==> config.mk <==
export PLATFORM = sky130hd
export DESIGN_NAME = rtcp_xr_dlrr_rtt_parser
export DESIGN_NICKNAME = d
export VERILOG_FILES = /design/src/rdp_pkg.sv /design/src/rtcp_xr_dlrr_rtt_parser.sv /design/src/rdp_front.sv /design/src/rdp_fifo.sv /design/src/rdp_back.sv
export SDC_FILE = /design/constraint.sdc
export NUM_CORES = 1
export LEC_CHECK = 0
export BUFFER_PORTS_ARGS = -buffer_cell sky130_fd_sc_hd__clkbuf_2
export CAP_MARGIN = 10
export CORE_UTILIZATION = 57
export DETAILED_ROUTE_END_ITERATION = 8
export PLACE_DENSITY = 0.81
export SYNTH_ARGS = -nofsm -noshare
export SYNTH_HDL_FRONTEND = slang
export SYNTH_SLANG_ARGS = --single-unit
==> constraint.sdc <==
create_clock -name clk -period 5.7 [get_ports clk]
set_input_delay 0.285 -clock clk [delete_from_list [all_inputs] [get_ports clk]]
set_output_delay 0.285 -clock clk [all_outputs]
set_load 0.005 [all_outputs]
==> src/rdp_pkg.sv <==
// Shared types and codes for the RTCP XR DLRR round-trip parser.
// Depends on nothing; used by the top level, the front parser and the back end.
package rdp_pkg;

  // End-of-packet status codes
  localparam logic [2:0] ST_OK        = 3'd0;
  localparam logic [2:0] ST_NOT_XR    = 3'd1;
  localparam logic [2:0] ST_LEN_BIG   = 3'd2;
  localparam logic [2:0] ST_BLOCK_BIG = 3'd3;
  localparam logic [2:0] ST_TRUNC     = 3'd4;

  // Result kinds on tuser
  localparam logic KIND_REPORT = 1'b0;
  localparam logic KIND_STATUS = 1'b1;

  // Protocol constants
  localparam logic [7:0] XR_PACKET_TYPE = 8'd207;
  localparam logic [7:0] BT_DLRR        = 8'd5;
  localparam logic [3:0] BLK_HDR_LEN    = 4'd4;
  localparam logic [3:0] SUB_BLOCK_LEN  = 4'd12;
  localparam logic [2:0] HDR_LAST_POS   = 3'd7;
  localparam logic [9:0] MS_PER_SECOND  = 10'd1000;

  // Work handed from the front parser to the back end for one byte
  typedef struct packed {
    logic        has_report;
    logic [31:0] ssrc;
    logic [31:0] lrr;
    logic [31:0] dlrr;
    logic [31:0] now;
    logic        has_status;
    logic [2:0]  status;
  } rdp_entry_t;

endpackage

==> src/rtcp_xr_dlrr_rtt_parser.sv <==
// Top level of the RTCP XR DLRR round-trip parser: front parser, result queue, back end.
// Depends on rdp_pkg, rdp_front, rdp_fifo and rdp_back.
//
//  channel   | dir | tdata (low bit up)                          | tuser       | tlast
//  s_axis    | in  | packet_byte 8, packet_length 16, now_ntp 32 | -           | last_byte
//  m_axis    | out | source_id 32, round_trip_ms 32, status 3    | result_kind | run_end
//
// One packet byte is accepted per cycle; the front parser keeps pace with the link
// and holds s_axis_tready low only while the result queue is full.
// A byte that ends a DLRR sub-block reaches m_axis through the result queue, stage 1 and
// the output register; a final byte that also ends a sub-block gives two results, report first.
// Reset (rst, synchronous) returns the parser to the common header and empties the
// queue and the back-end pipeline. A stalled m_axis holds its result; bytes keep
// flowing until the queue fills.
module rtcp_xr_dlrr_rtt_parser
  import rdp_pkg::*;
#(
  parameter int QUEUE_DEPTH = 4
) (
  input  logic        clk,
  input  logic        rst,
  input  logic        s_axis_tvalid,
  output logic        s_axis_tready,
  input  logic [55:0] s_axis_tdata,   // packet_byte, packet_length, now_ntp_compact
  input  logic        s_axis_tlast,
  output logic        m_axis_tvalid,
  input  logic        m_axis_tready,
  output logic [71:0] m_axis_tdata,   // source_id, round_trip_ms, parse_status, zero pad
  output logic        m_axis_tuser,   // result_kind
  output logic        m_axis_tlast
);

  localparam int ENTRY_W = $bits(rdp_entry_t);

  logic               queue_full;
  logic               push;
  rdp_entry_t         push_entry;
  logic               q_valid;
  logic               q_pop;
  logic [ENTRY_W-1:0] q_data;
  logic [31:0]        source_id;
  logic signed [31:0] round_trip_ms;
  logic [2:0]         parse_status;

  // Parse each request (one packet byte) and queue only bytes that produce results
  rdp_front u_front (
    .clk             (clk),
    .rst             (rst),
    .in_valid        (s_axis_tvalid),
    .in_ready        (s_axis_tready),
    .packet_byte     (s_axis_tdata[7:0]),
    .packet_length   (s_axis_tdata[23:8]),
    .now_ntp_compact (s_axis_tdata[55:24]),
    .last_byte       (s_axis_tlast),
    .queue_full      (queue_full),
    .push            (push),
    .push_entry      (push_entry)
  );

  // Decouple the parser from output stalls
  rdp_fifo #(
    .WIDTH (ENTRY_W),
    .DEPTH (QUEUE_DEPTH)
  ) u_queue (
    .clk      (clk),
    .rst      (rst),
    .wr_en    (push),
    .wr_data  (push_entry),
    .full     (queue_full),
    .rd_en    (q_pop),
    .rd_valid (q_valid),
    .rd_data  (q_data)
  );

  // Compute the round-trip time and serialize report and status results
  rdp_back u_back (
    .clk           (clk),
    .rst           (rst),
    .q_valid       (q_valid),
    .q_entry       (rdp_entry_t'(q_data)),
    .q_pop         (q_pop),
    .out_valid     (m_axis_tvalid),
    .out_ready     (m_axis_tready),
    .result_kind   (m_axis_tuser),
    .source_id     (source_id),
    .round_trip_ms (round_trip_ms),
    .parse_status  (parse_status),
    .run_end       (m_axis_tlast)
  );

  // Pack result fields, low field first, padded to whole bytes
  assign m_axis_tdata = {5'b0, parse_status, round_trip_ms, source_id};

endmodule

==> src/rdp_front.sv <==
// Front parser: walks the RTCP XR packet byte by byte and queues report/status work.
// Depends on rdp_pkg.
module rdp_front
  import rdp_pkg::*;
(
  input  logic        clk,
  input  logic        rst,
  input  logic        in_valid,
  output logic        in_ready,
  input  logic [7:0]  packet_byte,
  input  logic [15:0] packet_length,
  input  logic [31:0] now_ntp_compact,
  input  logic        last_byte,
  input  logic        queue_full,
  output logic        push,
  output rdp_entry_t  push_entry
);

  typedef enum logic [5:0] {
    PH_HEADER = 6'b000001,
    PH_BLKHDR = 6'b000010,
    PH_DLRR   = 6'b000100,
    PH_SKIP   = 6'b001000,
    PH_DONE   = 6'b010000,
    PH_ERROR  = 6'b100000
  } phase_t;

  localparam logic [17:0] POS_MAX = '1;

  phase_t      phase, phase_next;
  logic [17:0] pos, pos_next;
  logic [17:0] decl_len, decl_len_next;
  logic [7:0]  blk_type, blk_type_next;
  logic [17:0] blk_end, blk_end_next;
  logic [3:0]  sub_idx, sub_idx_next;
  logic [95:0] shift, shift_next;
  logic [2:0]  err, err_next;

  logic        accept;
  logic [18:0] pos_inc;
  logic [18:0] len_calc;
  logic [19:0] end_calc;
  logic [3:0]  sub_inc;
  phase_t      after_block;
  logic        blk_over;
  logic        report;
  logic [2:0]  status;

  assign in_ready = !queue_full;
  assign accept   = in_valid && in_ready;

  assign pos_inc  = {1'b0, pos} + 19'd1;
  assign len_calc = ({3'b0, shift_next[15:0]} + 19'd1) << 2;
  assign end_calc = {2'b0, pos} - 20'd3 + {1'b0, len_calc};
  assign sub_inc  = sub_idx + 4'd1;
  assign blk_over = pos_inc >= {1'b0, blk_end};
  assign after_block = ({1'b0, pos} + 19'd5 < {1'b0, decl_len}) ? PH_BLKHDR : PH_DONE;

  always_comb begin
    phase_next    = phase;
    pos_next      = pos;
    decl_len_next = decl_len;
    blk_type_next = blk_type;
    blk_end_next  = blk_end;
    sub_idx_next  = sub_idx;
    shift_next    = {shift[87:0], packet_byte};
    err_next      = err;
    report        = 1'b0;
    status        = ST_OK;

    unique case (phase)
      PH_HEADER: begin
        if (pos == 18'd1 && packet_byte != XR_PACKET_TYPE) begin
          err_next   = ST_NOT_XR;
          phase_next = PH_ERROR;
        end else if (pos == 18'd3) begin
          if (len_calc > {3'b0, packet_length}) begin
            err_next   = ST_LEN_BIG;
            phase_next = PH_ERROR;
          end else begin
            decl_len_next = len_calc[17:0];
          end
        end else if (pos >= 18'(HDR_LAST_POS)) begin
          sub_idx_next = '0;
          phase_next   = after_block;
        end
      end
      PH_BLKHDR: begin
        if (sub_idx == '0) begin
          blk_type_next = packet_byte;
        end
        sub_idx_next = sub_inc;
        if (sub_inc >= BLK_HDR_LEN) begin
          sub_idx_next = '0;
          if (end_calc > {4'b0, packet_length}) begin
            err_next   = ST_BLOCK_BIG;
            phase_next = PH_ERROR;
          end else begin
            blk_end_next = end_calc[17:0];
            if (len_calc == 19'd4) begin
              phase_next = after_block;
            end else begin
              phase_next = (blk_type == BT_DLRR) ? PH_DLRR : PH_SKIP;
            end
          end
        end
      end
      PH_DLRR: begin
        sub_idx_next = sub_inc;
        if (sub_inc >= SUB_BLOCK_LEN) begin
          sub_idx_next = '0;
          report       = 1'b1;
        end
        if (blk_over) begin
          sub_idx_next = '0;
          phase_next   = after_block;
        end
      end
      PH_SKIP: begin
        if (blk_over) begin
          sub_idx_next = '0;
          phase_next   = after_block;
        end
      end
      default: begin
      end
    endcase

    pos_next = (pos < POS_MAX) ? pos_inc[17:0] : POS_MAX;

    if (phase_next == PH_ERROR) begin
      status = err_next;
    end else if (phase_next == PH_DONE) begin
      status = ST_OK;
    end else begin
      status = ST_TRUNC;
    end
  end

  // Drop a byte that causes nothing; queue the rest
  assign push = accept && (report || last_byte);
  assign push_entry = '{
    has_report: report,
    ssrc:       shift_next[95:64],
    lrr:        shift_next[63:32],
    dlrr:       shift_next[31:0],
    now:        now_ntp_compact,
    has_status: last_byte,
    status:     status
  };

  always_ff @(posedge clk) begin
    if (rst) begin
      phase   <= PH_HEADER;
      pos     <= '0;
      sub_idx <= '0;
      err     <= ST_OK;
    end else if (accept) begin
      if (last_byte) begin
        phase   <= PH_HEADER;
        pos     <= '0;
        sub_idx <= '0;
        err     <= ST_OK;
      end else begin
        phase   <= phase_next;
        pos     <= pos_next;
        sub_idx <= sub_idx_next;
        err     <= err_next;
      end
    end
  end

  always_ff @(posedge clk) begin
    if (accept) begin
      decl_len <= decl_len_next;
      blk_type <= blk_type_next;
      blk_end  <= blk_end_next;
      shift    <= shift_next;
    end
  end

endmodule

==> src/rdp_fifo.sv <==
// Short register queue between the front parser and the back end.
// Depends on nothing; entry width set by the instantiating module.
module rdp_fifo #(
  parameter int WIDTH = 8,
  parameter int DEPTH = 4
) (
  input  logic             clk,
  input  logic             rst,
  input  logic             wr_en,
  input  logic [WIDTH-1:0] wr_data,
  output logic             full,
  input  logic             rd_en,
  output logic             rd_valid,
  output logic [WIDTH-1:0] rd_data
);

  localparam int PTR_W = (DEPTH > 1) ? $clog2(DEPTH) : 1;
  localparam int CNT_W = $clog2(DEPTH + 1);

  logic [WIDTH-1:0] mem [DEPTH];
  logic [PTR_W-1:0] wr_ptr, rd_ptr;
  logic [CNT_W-1:0] count;
  logic             do_wr, do_rd;

  assign full     = count == CNT_W'(DEPTH);
  assign rd_valid = count != '0;
  assign rd_data  = mem[rd_ptr];
  assign do_wr    = wr_en && !full;
  assign do_rd    = rd_en && rd_valid;

  always_ff @(posedge clk) begin
    if (rst) begin
      wr_ptr <= '0;
      rd_ptr <= '0;
      count  <= '0;
    end else begin
      if (do_wr) begin
        wr_ptr <= (wr_ptr == PTR_W'(DEPTH - 1)) ? '0 : wr_ptr + 1'b1;
      end
      if (do_rd) begin
        rd_ptr <= (rd_ptr == PTR_W'(DEPTH - 1)) ? '0 : rd_ptr + 1'b1;
      end
      if (do_wr && !do_rd) begin
        count <= count + 1'b1;
      end else if (do_rd && !do_wr) begin
        count <= count - 1'b1;
      end
    end
  end

  always_ff @(posedge clk) begin
    if (do_wr) begin
      mem[wr_ptr] <= wr_data;
    end
  end

endmodule

==> src/rdp_back.sv <==
// Back end: turns queued work into round-trip reports and end-of-packet status results.
// Depends on rdp_pkg.
module rdp_back
  import rdp_pkg::*;
(
  input  logic              clk,
  input  logic              rst,
  input  logic              q_valid,
  input  rdp_entry_t        q_entry,
  output logic              q_pop,
  output logic              out_valid,
  input  logic              out_ready,
  output logic              result_kind,
  output logic [31:0]       source_id,
  output logic signed [31:0] round_trip_ms,
  output logic [2:0]        parse_status,
  output logic              run_end
);

  // Stage 1: time difference
  logic        s1_valid;
  logic        s1_has_report;
  logic [31:0] s1_ssrc;
  logic [31:0] s1_diff;
  logic        s1_has_status;
  logic [2:0]  s1_status;

  // Stage 2: output register
  logic              o_valid;
  logic              o_has_report;
  logic              o_rep_done;
  logic [31:0]       o_ssrc;
  logic signed [31:0] o_rtt;
  logic              o_has_status;
  logic [2:0]        o_status;

  logic signed [42:0] prod;
  logic               show_report;
  logic               fire, o_free, s1_free;

  assign show_report = o_has_report && !o_rep_done;
  assign fire        = o_valid && out_ready;
  assign o_free      = !o_valid || (fire && run_end);
  assign s1_free     = !s1_valid || o_free;
  assign q_pop       = q_valid && s1_free;

  // Floor of diff * 1000 / 65536 is an arithmetic shift of the product
  assign prod = $signed({{11{s1_diff[31]}}, s1_diff}) * $signed({33'b0, MS_PER_SECOND});

  assign out_valid     = o_valid;
  assign result_kind   = show_report ? KIND_REPORT : KIND_STATUS;
  assign source_id     = show_report ? o_ssrc : '0;
  assign round_trip_ms = show_report ? o_rtt : '0;
  assign parse_status  = show_report ? ST_OK : o_status;
  assign run_end       = !(show_report && o_has_status);

  always_ff @(posedge clk) begin
    if (rst) begin
      s1_valid   <= 1'b0;
      o_valid    <= 1'b0;
      o_rep_done <= 1'b0;
    end else begin
      if (s1_free) begin
        s1_valid <= q_valid;
      end
      if (o_free) begin
        o_valid    <= s1_valid;
        o_rep_done <= 1'b0;
      end else if (fire) begin
        o_rep_done <= 1'b1;
      end
    end
  end

  always_ff @(posedge clk) begin
    if (q_pop) begin
      s1_has_report <= q_entry.has_report;
      s1_ssrc       <= q_entry.ssrc;
      s1_diff       <= q_entry.now - q_entry.lrr - q_entry.dlrr;
      s1_has_status <= q_entry.has_status;
      s1_status     <= q_entry.status;
    end
    if (o_free && s1_valid) begin
      o_has_report <= s1_has_report;
      o_ssrc       <= s1_ssrc;
      o_rtt        <= {{5{prod[42]}}, prod[42:16]};
      o_has_status <= s1_has_status;
      o_status     <= s1_status;
    end
  end

endmodule
* Word level (Yosys, flattened, before mapping)
Memories as Yosys holds them, arrays and structs flattened. A register that Yosys moved wholly into a read port is not among the register bits.
Cells that the tools add are included.
** Word-level totals
- Logic and storage cells :: 146
- Memories :: 1
- Bits in writable memories :: 532
- Bits in read-only memories :: 0
- Latch bits :: 0
- Bits of input ports :: 61
- Register bits after elaboration :: 304
** Memory list
- u_queue.mem :: depth 4, width 133, read ports 1, clocked after memory_dff 1, write ports 1, RTL line rdp_fifo.sv:20 : logic [WIDTH-1:0] mem [DEPTH];
** Cells by class
- Reductions and logical operators :: 33
- Muxes and demuxes :: 46
- Equality and inequality tests :: 18
- Magnitude comparators :: 8
- Multipliers :: 1
- $add $sub $neg :: 12
- Bitwise logic cells :: 3
- Div/mod/pow operators :: 0
- Shift-type cells :: 0
** Operator list (number)
- 32-bit 2-to-1 mux :: 2
- 32-bit subtractor :: 2
- 6-bit 2-to-1 mux :: 9
- 32-bit by 8-bit multiplier with 40-bit output, second input constant :: 1
- 18-bit 2-to-1 mux :: 2
- 4-bit 2-to-1 mux :: 9
- 3-bit 2-to-1 mux :: 11
- 20-bit by 19-bit adder with 20-bit output :: 1
- 20-bit by 16-bit greater-than comparator with 1-bit output :: 1
- 18-bit by 1-bit adder with 19-bit output, second input constant :: 1
- 18-bit by 3-bit adder with 19-bit output, second input constant :: 1
- 19-bit by 18-bit >= comparator with 1-bit output :: 1
- 19-bit by 16-bit greater-than comparator with 1-bit output :: 1
- 19-bit by 18-bit less-than comparator with 1-bit output :: 1
- 18-bit by 2-bit subtractor with 19-bit output, second input constant :: 1
- 18-bit by 1-bit equality test with 1-bit output, second input constant :: 1
- 18-bit by 2-bit equality test with 1-bit output, second input constant :: 1
- 18-bit by 3-bit >= comparator with 1-bit output, second input constant :: 1
- 18-bit less-than comparator, second input constant :: 1
- 6-bit one-hot mux with 3 select lines :: 1
- 16-bit by 1-bit adder with 17-bit output, second input constant :: 1
- 17-bit by 1-bit equality test with 1-bit output, second input constant :: 1
- 4-bit one-hot mux with 4 select lines :: 1
- 1-bit logical AND :: 13
- other kinds (34) :: 56

* Longest topological paths before layout
- Depth after elaboration :: 12
- Depth in mapped cells :: 26
- Mapped depth without buffers :: 25

* By module
From an unflattened synthesis, not the netlist that was laid out.
** Second synthesis, totals
- Cells, all modules :: 3009
- Area, all modules :: 42961.2 um^2
** By module, submodules not included
- rdp_fifo :: area each 19636.3 um^2, cells an instance 745, times used 1, sequential area each 16155.5 um^2
- rdp_back :: area each 13322.8 um^2, cells an instance 1280, times used 1, sequential area each 4053.9 um^2
- rdp_front :: area each 9960.8 um^2, cells an instance 978, times used 1, sequential area each 4524.3 um^2
- rtcp_xr_dlrr_rtt_parser :: area each 41.3 um^2, cells an instance 6, times used 1, sequential area each 0.0 um^2

* Worst setup path before layout
No wires, ideal clock.
- Kind :: reg2reg
- From :: reg u_front.pos[4]
- To :: reg u_front.blk_end[0] (enable)
- Stages on the path, launching flop included :: 24
- Period minus slack after synthesis :: 5.512 ns
- Setup slack :: 0.188 ns
- Arrival :: 5.120 ns
- Setup time :: 0.393 ns
- Required time :: 5.307 ns
- Buffers on the path :: 1
- Cells stage by stage :: dfxtp_1 -> buf_6 -> nor4_2 -> or2b_1 -> or3_1 -> nor4_1 -> xor2_1 -> ha_1 -> nand3_1 -> nor3_1 -> a21o_1 -> nor2_1 -> nor2_1 -> nor2_1 -> xnor2_1 -> ha_1 -> a21oi_1 -> o21ai_0 -> a211o_1 -> nor3_1 -> o211ai_1 -> a211oi_2 -> nand3_1 -> nor2_1
** Between the ends
- Word-level cells in the longest chain between the ends :: 5
** RTL lines
- start, declared :: RTL line rdp_front.sv:31 : logic [17:0] pos, pos_next;
- start signal, assigned :: RTL line rdp_front.sv:166 : pos <= pos_next;
- 18-bit by 2-bit subtractor with 19-bit output :: RTL line rdp_front.sv:54 : assign end_calc = {2'b0, pos} - 20'd3 + {1'b0, len_calc};
- 20-bit by 19-bit adder with 20-bit output :: RTL line rdp_front.sv:54
- net u_front.end_calc[15] :: RTL line rdp_front.sv:42 : logic [19:0] end_calc;
- 20-bit by 16-bit greater-than comparator with 1-bit output :: RTL line rdp_front.sv:95 : if (end_calc > {4'b0, packet_length}) begin
- 1-bit inverter (no line)
- 4-bit AND reduction (no line)
- end signal, assigned :: RTL line rdp_front.sv:177 : blk_end <= blk_end_next;
- end, declared :: RTL line rdp_front.sv:34 : logic [17:0] blk_end, blk_end_next;
The timed path passes the listed nets, and every way through them passes these cells.
A chain may end at the register's enable or synchronous reset.

==> impl_metrics.csv <==
group,metric,value,unit
setup_path,endpoint_kind,"flop",
timing,finalCritPeriodShare,95.1,%
detailed_routing,wl_per_cell,24.8,um
final_layout,diodes,0,
setup_path,worstPathArrival,5.83,ns
global_routing,grt_max_degree,79,
timing,relSlewSlack,31.3,%
die,dieHeight,269,um
clock_tree,clkTransAtPathRegs,0.06,ns
final_layout,fillers,4460,
detailed_routing,drt-pass1-iter-count,6,
clock_tree,cts_buffers,83,
die,rows,97,
setup_path,critPathRequiredTime,6.11,ns
yosys,synthesis.instances,2589,
place,portBuffers,131,
global_routing,grt_pass1_vias,24300,
yosys,synth_edf_count,795,
detailed_routing,drcViolationCount,0,
setup_path,path_max_fanout,78,
yosys,yosys-top-cells-area,"edfxtp_1 59%, fa_1 7.6%, mux4_2 7.3%",
yosys,synth_top_area_share,58.7,%
die,dieArea,72400,um^2
timing,worst_slew_pin_slew,1.03,ns
setup_path,path_class,"flop to flop",
die,initial_utilization,57.9,%
global_routing,grt_usage,26.3,%
clock_tree,cts_root_buf,"clkbuf_16",
yosys,synthFlopType,"edfxtp_1",
outcome,status,"completed",
yosys,synth_most_common_cell,"edfxtp_1",
timing,fin_skew,0.0423,ns
die,num_io_pins,137,
place,dp_hpwl,59200,um
detailed_routing,wirelength,95300,um
die,die_w,269,um
clock_tree,clk_latency,0.66,ns
place,placed_area,42900,um^2
final_layout,fin_area,46300,um^2
global_routing,antenna_found_initial,2,
yosys,synth_common_cells,"795 x edfxtp_1, 229 x ha_1, 184 x inv_1",
yosys,yosysTopAreaCell,"edfxtp_1",
clock_tree,cts_tree,"built",
hold_path,hold_class,"input pin to flop",
run,drv_cap,0,
final_layout,drive_gt1_share,18.1,%
setup_path,crit_path_start_kind,"flop",
yosys,async_reset_ff_share,0,%
die,core_area,70300,um^2
global_routing,grt-ovfl-total,0,
timing,period_needed,5.42,ns
clock_tree,htreeDepth,3,
yosys,synth-seq-area-share,60.8,%
timing,setup_violations,0,
yosys,synth_cell_types,75,
clock_tree,clock_path_buffers,3,
yosys,syn-cell-area,40700,um^2
global_routing,grt_first_pass_wirelength,145000,um
final_layout,finalNetCount,3283,
detailed_routing,drtIter0Drc,2581,
yosys,synth-seq-cells,838,
detailed_routing,avgViaCountPerCell,6.12,
place,gp_congestion,0.945,
final_layout,area_delta_synth_final,13.7,%
timing,fmax,0.185,GHz
clock_tree,cts_sinks,838,
yosys,syn_area_per_cell,15.7,um^2
yosys,yosysWarnings,0,
detailed_routing,via_count,23500,
detailed_routing,ant_nets,0,
timing,hold_violations,0,
timing,final_max_slew_viol_count,0,
==> logic make-up after synthesis <==
family                   count (synthesis)  share of synthesized area, %
flip-flops                             838                          60.8
AND/OR/NAND/NOR                        491                          6.24
adder cells (fa/ha/maj)                384                          14.7
AO/OA/AOI/OAI                          323                          5.06
buffers and inverters                  273                          2.67
multiplexers                           142                          7.55
XOR/XNOR                               137                          3.00
other                                    1                       0.00922
==> flip-flops by register name, summed over array words and instances, names as in the netlist, 3 cells and up, named ones only <==
name and flops:
u_front.pos 18, u_front.shift 88, u_front.sub_idx 4, u_back.s1_diff 32, u_front.blk_type 8, u_front.err 3
u_queue.count 3, u_back.o_status 3, u_front.phase 6, u_back.s1_ssrc 32, u_back.o_ssrc 32, u_queue.mem 532
u_back.o_rtt 27, u_front.blk_end 18, u_back.s1_status 3, u_front.decl_len 16
==> layout by cell type, fill, tap and decap left out, types with 40 or more instances in the layout <==
cell type	instances
edfxtp_1	795
ha_1	229
inv_1	182
fa_1	155
mux4_2	132
clkbuf_2	131
nor2_1	118
a21oi_1	113
nand2_1	94
xnor2_1	85
clkbuf_16	83
buf_4	73
and2_1	69
xor2_1	51
o21ai_0	45
nand3_1	43
dfxtp_1	40
==> layer usage <==
| metal | vias up | GRT usage [%] | routed length [um] |
|---|---|---|---|
| li1 | 10200 | - | - |
| met1 | 11900 | 33.9 | 36600 |
| met2 | 1219 | 45.8 | 48900 |
| met3 | 228 | 3.29 | 6200 |
| met4 | 2 | 9.82 | 3580 |
| met5 | - | 0 | 10 |
==> stage by stage <==
stage | TNS [ns] | cells | util, % | setup WS, ns | hold slack (ns)
2_1_floorplan | 0 | 2593 | - | 0.188 | 0.384
3_3_place_gp | 0 | 3653 | 61.0 | 0.113 | 0.406
3_5_place_dp | 0 | 3653 | 61.0 | 0.0368 | 0.405
4_1_cts | 0 | 3842 | 65.6 | 0.0285 | 0.00301
5_1_grt | -0.335 | 3846 | 65.8 | -0.0445 | 0.0287
6_report | 0 | 3846 | 65.8 | 0.282 | 0.0318
==> critical path: stages (launching register included) <==
cell and delay, ns:
dfxtp_4 0.58, buf_12 0.54, mux4_2 0.73, fa_1 0.50
a211oi_1 0.33, o21bai_1 0.10, a21o_1 0.24, a31oi_1 0.36
o31ai_2 0.17, a31oi_1 0.33, o31a_1 0.34, o21ai_1 0.22
mux2i_1 0.18, nor4_1 0.43
==> layout make-up <==
cell class	count	area [um^2]	area share [%]
multi-input combinational	1482	15000	32.4
timing repair buffer	249	1750	3.77
tap	940	1180	2.54
inverter	184	693	1.50
clock inverter	58	772	1.67
clock buffer	95	2120	4.59
sequential	838	24700	53.5
==> timing repair <==
action                                  in CTS  in global routing
resized for setup                            0                 20
endpoints found under the setup margin       4                 41
buffers inserted                             1                  4
hold buffers                                35                  0
pin swaps                                    1                 21
endpoints found under the hold margin      131                  0
==> worst paths after layout <==
kind | start | end | slack (ns) | depth (start not counted)
hold / removal | s_axis_tdata[1] | u_front.shift[1]$_DFFE_PP_ | 0.03 | 2
setup / recovery | flop | u_back.s1_diff[28]$_DFFE_PP_ | 0.28 | 13
setup reg to reg | flop | u_back.s1_diff[28]$_DFFE_PP_ | 0.28 | 13
hold reg to reg | u_back.s1_ssrc[11]$_DFFE_PP_ | u_back.o_ssrc[11]$_DFFE_PP_ | 0.42 | 0
Power is left out: the tool's default activity adds up to more than one toggle a clock period on the data nets, which glitch-free logic cannot reach.
